==> config.mk <==
export PLATFORM = sky130hd
export DESIGN_NAME = nps_ctrl
export DESIGN_NICKNAME = d
export VERILOG_FILES = /design/src/design/nps_pkg.sv /design/src/design/nps_ctrl.sv
export SDC_FILE = /design/constraint.sdc
export NUM_CORES = 1
export LEC_CHECK = 0
export BUFFER_PORTS_ARGS = -buffer_cell sky130_fd_sc_hd__buf_2
export CAP_MARGIN = 20
export CORE_AREA = 2 2 39 41
export CTS_CLUSTER_SIZE = 28
export DETAILED_ROUTE_END_ITERATION = 7
export DIE_AREA = 0 0 41 43
export HOLD_SLACK_MARGIN = 0.03
export PLACE_DENSITY = 0.4
export SLEW_MARGIN = 20
export SYNTH_ARGS = -nofsm -noshare
export SYNTH_HDL_FRONTEND = slang
export SYNTH_SLANG_ARGS = --single-unit
==> constraint.sdc <==
create_clock -name clk -period 4.1 [get_ports clk]
set_input_delay 0.205 -clock clk [delete_from_list [all_inputs] [get_ports clk]]
set_output_delay 0.205 -clock clk [all_outputs]
set_load 0.02 [all_outputs]
==> src/design/nps_pkg.sv <==
`timescale 1ns / 1ps
// ----------------------------------------------------------------------------
// nps_pkg
// Widths, codes, the grid scaling table and the controller/datapath bundles
// of the nearest palette color search.
// ----------------------------------------------------------------------------
package nps_pkg;

  localparam int PALETTE_ENTRIES = 256;
  localparam int IDX_W           = $clog2(PALETTE_ENTRIES);
  localparam int GRID_LEVELS     = 32;
  localparam int GRID_W          = $clog2(GRID_LEVELS);
  localparam int CHAN_W          = 8;
  localparam int PAL_W           = 3 * CHAN_W;
  localparam int SQ_W            = 2 * CHAN_W;
  // three squares summed: two more bits than one square
  localparam int DIST_W          = SQ_W + 2;

  // last searched entry: the top entry of the palette is left out
  localparam logic [IDX_W-1:0] LAST_ENTRY = IDX_W'(PALETTE_ENTRIES - 2);

  localparam logic ACT_LOAD  = 1'b0;
  localparam logic ACT_QUERY = 1'b1;

  // level * 255 / 31, truncated
  localparam logic [CHAN_W-1:0] SCALE_TABLE [GRID_LEVELS] = '{
    8'd0,   8'd8,   8'd16,  8'd24,  8'd32,  8'd41,  8'd49,  8'd57,
    8'd65,  8'd74,  8'd82,  8'd90,  8'd98,  8'd106, 8'd115, 8'd123,
    8'd131, 8'd139, 8'd148, 8'd156, 8'd164, 8'd172, 8'd180, 8'd189,
    8'd197, 8'd205, 8'd213, 8'd222, 8'd230, 8'd238, 8'd246, 8'd255
  };

  typedef struct packed {
    logic write_entry;
    logic start_query;
    logic step;
    logic finish;
  } nps_cmd_t;

  typedef struct packed {
    logic last_addr;
    logic pipe_empty;
    logic out_free;
  } nps_status_t;

endpackage

==> src/design/nps_ctrl.sv <==
`timescale 1ns / 1ps
// ----------------------------------------------------------------------------
// nps_ctrl
// Sequencer: takes words, walks the palette for a query, drains the compare
// pipeline and hands the winner to the output register.
// ----------------------------------------------------------------------------
module nps_ctrl import nps_pkg::*; (
  input  logic        clk,
  input  logic        rst,
  input  logic        in_valid,
  input  logic        in_action,
  output logic        in_ready,
  input  nps_status_t status,
  output nps_cmd_t    cmd
);

  typedef enum logic [1:0] {
    ST_IDLE,
    ST_SEARCH,
    ST_DRAIN,
    ST_FINISH
  } state_t;

  state_t state;

  assign in_ready = (state == ST_IDLE);

  always_comb begin
    cmd             = '0;
    cmd.write_entry = in_ready && in_valid && (in_action == ACT_LOAD);
    cmd.start_query = in_ready && in_valid && (in_action == ACT_QUERY);
    cmd.step        = (state == ST_SEARCH);
    cmd.finish      = (state == ST_FINISH) && status.out_free;
  end

  always_ff @(posedge clk) begin
    if (rst) begin
      state <= ST_IDLE;
    end else begin
      case (state)
        ST_IDLE: begin
          if (cmd.start_query) begin
            state <= ST_SEARCH;
          end
        end
        ST_SEARCH: begin
          if (status.last_addr) begin
            state <= ST_DRAIN;
          end
        end
        ST_DRAIN: begin
          if (status.pipe_empty) begin
            state <= ST_FINISH;
          end
        end
        ST_FINISH: begin
          if (status.out_free) begin
            state <= ST_IDLE;
          end
        end
        default: begin
          state <= ST_IDLE;
        end
      endcase
    end
  end

endmodule

==> summary.md <==
The flow ran to the end, and the final reports show no timing, DRC or antenna violations. The register containing the most flip-flops in the final layout was state. TritonCTS built the clock tree. The tightest min-delay check is of the primary input to register type. Yosys printed 0 warnings. In this run the biggest area consumer among cell types represents 25.0% of the synthesized area. The top cell types in the final layout, fill and taps aside, are 11 x sky130_fd_sc_hd__buf_2, 5 x sky130_fd_sc_hd__ha_1, 3 x sky130_fd_sc_hd__or2b_2, 3 x sky130_fd_sc_hd__clkbuf_4. Clock-pin slew was measured on the worst setup and hold paths at 30 ps.

For this design the ratio of total power to cell area is 582 nW/µm². The overall die area was 1760 µm²; the sequential fraction of the synthesis area was 16.0%. Buffers inserted during clock tree synthesis total 3. Synthesis produced a netlist with a net count of 36. The run gives 869 µm as the global-route wire length before repair.

For this run, global-route usage on met3 was measured as 3.14%. After floorplanning, the core was divided into 14 placement rows. For this design, the slowest cell found on the critical path is sky130_fd_sc_hd__dfxtp_1. The total of max-cap violations was 0. VDD sags by at most 0.216 mV.

Prior to clock tree synthesis, the placed netlist has a worst setup slack of 2620 ps. The worst pin sits at a relative slew slack of 78.9%. For this run, design rule violations remaining after detail routing come to 0. The logs give 2630 ps for the register-to-register setup slack and 24 for the cell count after synthesis. The per-instance average area after synthesis works out to 10.4 µm². Counting cells, the worst reg-to-reg path comes to 5. The worst setup path is captured at an output pin. Across the routed clock network, the largest skew measured is 0.388 ps. Synthesized flop and latch total: 2. After layout, the minimum clock period comes to 1480 ps.

Setup repair after global routing left no endpoint under its margin. The clock insertion delay at the later pin of the skew report was 220 ps. The cell family with the largest share of critical-path delay is flip-flops. Most used routing layer in global routing: met2. The worst setup path is of the register to output pin kind.

For the fmax, the log shows 674 MHz. During placement, the flow inserted port buffers numbering 11. Counting distinct cell types in the post-synthesis netlist gives 15. Count of cells resized by post-cts repair: 0. Total clock sinks: 2. Summed over all failing endpoints, the final setup total negative slack is 0 ps.

The initial antenna violation count was 0; the total overflow reported by the global router was 0. The logs give 3890 ps for the critical path required time and 120 µW for the internal power contribution. The critical path goes through inv_1, ha_1, and3_2, buf_2. First-pass iteration count of the detailed router: 2. In the post-synthesis netlist, the biggest area contributors are sky130_fd_sc_hd__ha_1 25%, sky130_fd_sc_hd__dfxtp_1 16%, sky130_fd_sc_hd__a2111oi_4 11%. The post-route netlist has 60.5% of its cells at a drive strength greater than 1. The tools report the endpoint of the lowest-slack register-to-register path as state[0]. Relative to the synthesized area, the layout overhead comes to 39.0%. The number of buffers and inverters on the critical path is 2.

The die is 41 µm wide. The maximum count of clock buffers along a single path came out at 2. The logs give 0 for the cts-stage hold buffer count and 0 for the number of inserted diodes. The number of max-slew violations in the final report came out at 0. Setup violations remaining at the end of the flow were counted as 0.

The register with the most flip-flops in the layout has 2 of them. The startpoint identified for the worst register-to-register timing path is state[0]. The tools report the worst hold path startpoint as rst. The largest total area in the synthesized netlist belongs to sky130_fd_sc_hd__ha_1.

The net switching fraction of the power was 40.9%. In this run the vertical extent of the chip is 43 µm. Per report_power, the clock group accounts for 21.6% of the total.

After detailed routing, the total wire length is 476 µm. Hold violation count in the final report: 0. The combinational power share was 61.2%; the worst path arrival time was 1280 ps. The run gives 17.2% as the power share of the sequential group. In the global route stage, met1 resource usage came out at 7.67%.

The number of setup buffers added after CTS is 0. The post-layout net count is 52. 12 I/O pins were placed.

The worst setup path is launched from a register. The largest driver fanout on the critical path is 4. The largest single stage delay on the critical path is 360 ps. The path with the worst hold slack has its endpoint at state[1]. The routed wire length per instance was 8.81 µm; the netlist area before placement was 250 µm². Slew of the pin with the lowest slew margin: 317 ps. The tools report the leakage component of the power as 0.000170 µW.

Across every metal layer, demand over resource in global routing totals 8.22%. Summing over every cut layer, the via total after detailed routing is 207. In this run the standard cell core region covers 1380 µm².

The wire-length estimate of the detail-placed layout is 388 µm. The first routing iteration left 3 violations. For this design the total switching power over the nets is 82.7 µW. For met2 alone, demand over resource in global routing was 11.6%. For the via count of the first global-routing pass, the log shows 238. Leaving out fill and tap cells, the most frequent cell in the layout is sky130_fd_sc_hd__buf_2. The count of nets left with antenna violations once routing finished came out at 0. The congestion estimate from routability-driven global placement came to 0.637. The tools report the final worst-path setup slack as 2620 ps.

The design draws 202 µW. For the starting density of the core, the log shows 18.1%. Dividing the detail-routed via count by the number of cells gives 3.83. In the final layout, the registers with the most flip-flops are state x2.

The worst path uses 36.2% of the clock period. The H-tree depth is 1, and the worst hold path depth is 3. Entering global routing, the biggest net connects 5 pins.

The root cell of the clock tree was sky130_fd_sc_hd__clkbuf_4.
## stage by stage
step           instances  instance area [µm²]  hold WS (ps)  util, %
6_report              54                  348           296     25.1
5_1_grt               54                  348           305     25.1
4_1_cts               54                  348           283     25.1
3_5_place_dp          51                  325           525     23.5
3_3_place_gp          51                  325           524     23.5
2_1_floorplan         24                  250           383        -
## worst reg2reg max path, cell delays in order (launching register included)
cell,delay [ps]
sky130_fd_sc_hd__dfxtp_1,360
sky130_fd_sc_hd__inv_1,90
sky130_fd_sc_hd__ha_1,210
sky130_fd_sc_hd__nor2b_2,160
sky130_fd_sc_hd__a2111oi_4,320
sky130_fd_sc_hd__mux2i_1,240
## cells by family (layout without fill, tap and decap cells)
kind of cell               after synthesis  in the layout  synth area share [%]
buffers and inverters                    2             16                  3.00
adders and majority gates                5              5                  25.0
DFF                                      2              2                  16.0
AOI/OAI and AO/OA                        2              2                  14.0
muxes                                    2              2                  8.00
and+or+nand+nor                         11             11                  34.0
## how the worst max path moves through the flow
stage / start / to / cells past startpoint / slack [ps]
6_report: state[0] / cmd[2] / 4 / 2620
5_1_grt: state[0] / state[0] / 5 / 2470
4_1_cts: state[0] / cmd[2] / 4 / 2590
3_5_place_dp: state[0] / state[0] / 5 / 2620
3_3_place_gp: state[0] / state[0] / 5 / 2630
2_1_floorplan: state[1] / state[0] / 5 / 2690
## final cells by class
cell class / instances / area [µm²]
clock buffer: 3 / 22.5
timing repair buffer: 11 / 55.1
fill: 158 / 1040
tap: 16 / 20.0
inverter: 2 / 7.51
sequential: 2 / 40.0
multi-input combinational: 20 / 203
## power groups by stage
stage | Clock [µW] | Combinational (µW) | Sequential, µW
after floorplan | 0 | 98.9 | 33.5
after global placement | 0 | 122 | 35.8
after detailed placement | 0 | 126 | 35.3
after CTS | 47.7 | 127 | 35.0
after global routing | 52.2 | 144 | 36.5
final | 43.6 | 124 | 34.8
## synthesized netlist by cell type
cell,count
sky130_fd_sc_hd__o21bai_1,1
sky130_fd_sc_hd__nand2_2,1
sky130_fd_sc_hd__and2b_2,1
sky130_fd_sc_hd__nor2b_4,1
sky130_fd_sc_hd__nand2_1,1
sky130_fd_sc_hd__dfxtp_1,2
sky130_fd_sc_hd__ha_1,5
sky130_fd_sc_hd__and2_1,1
sky130_fd_sc_hd__a2111oi_4,1
sky130_fd_sc_hd__inv_1,2
sky130_fd_sc_hd__and3_2,1
sky130_fd_sc_hd__nor2b_2,1
sky130_fd_sc_hd__mux2i_1,2
sky130_fd_sc_hd__or2b_2,3
sky130_fd_sc_hd__nor2_1,1
## per-layer routing
layer | up-vias | part of all wire [%]
li1 | 107 | -
met1 | 90 | 41
met2 | 10 | 47
met3 | 0 | 11
met4 | 0 | 0
met5 | - | 0
Power figures use the tool's default switching activity.
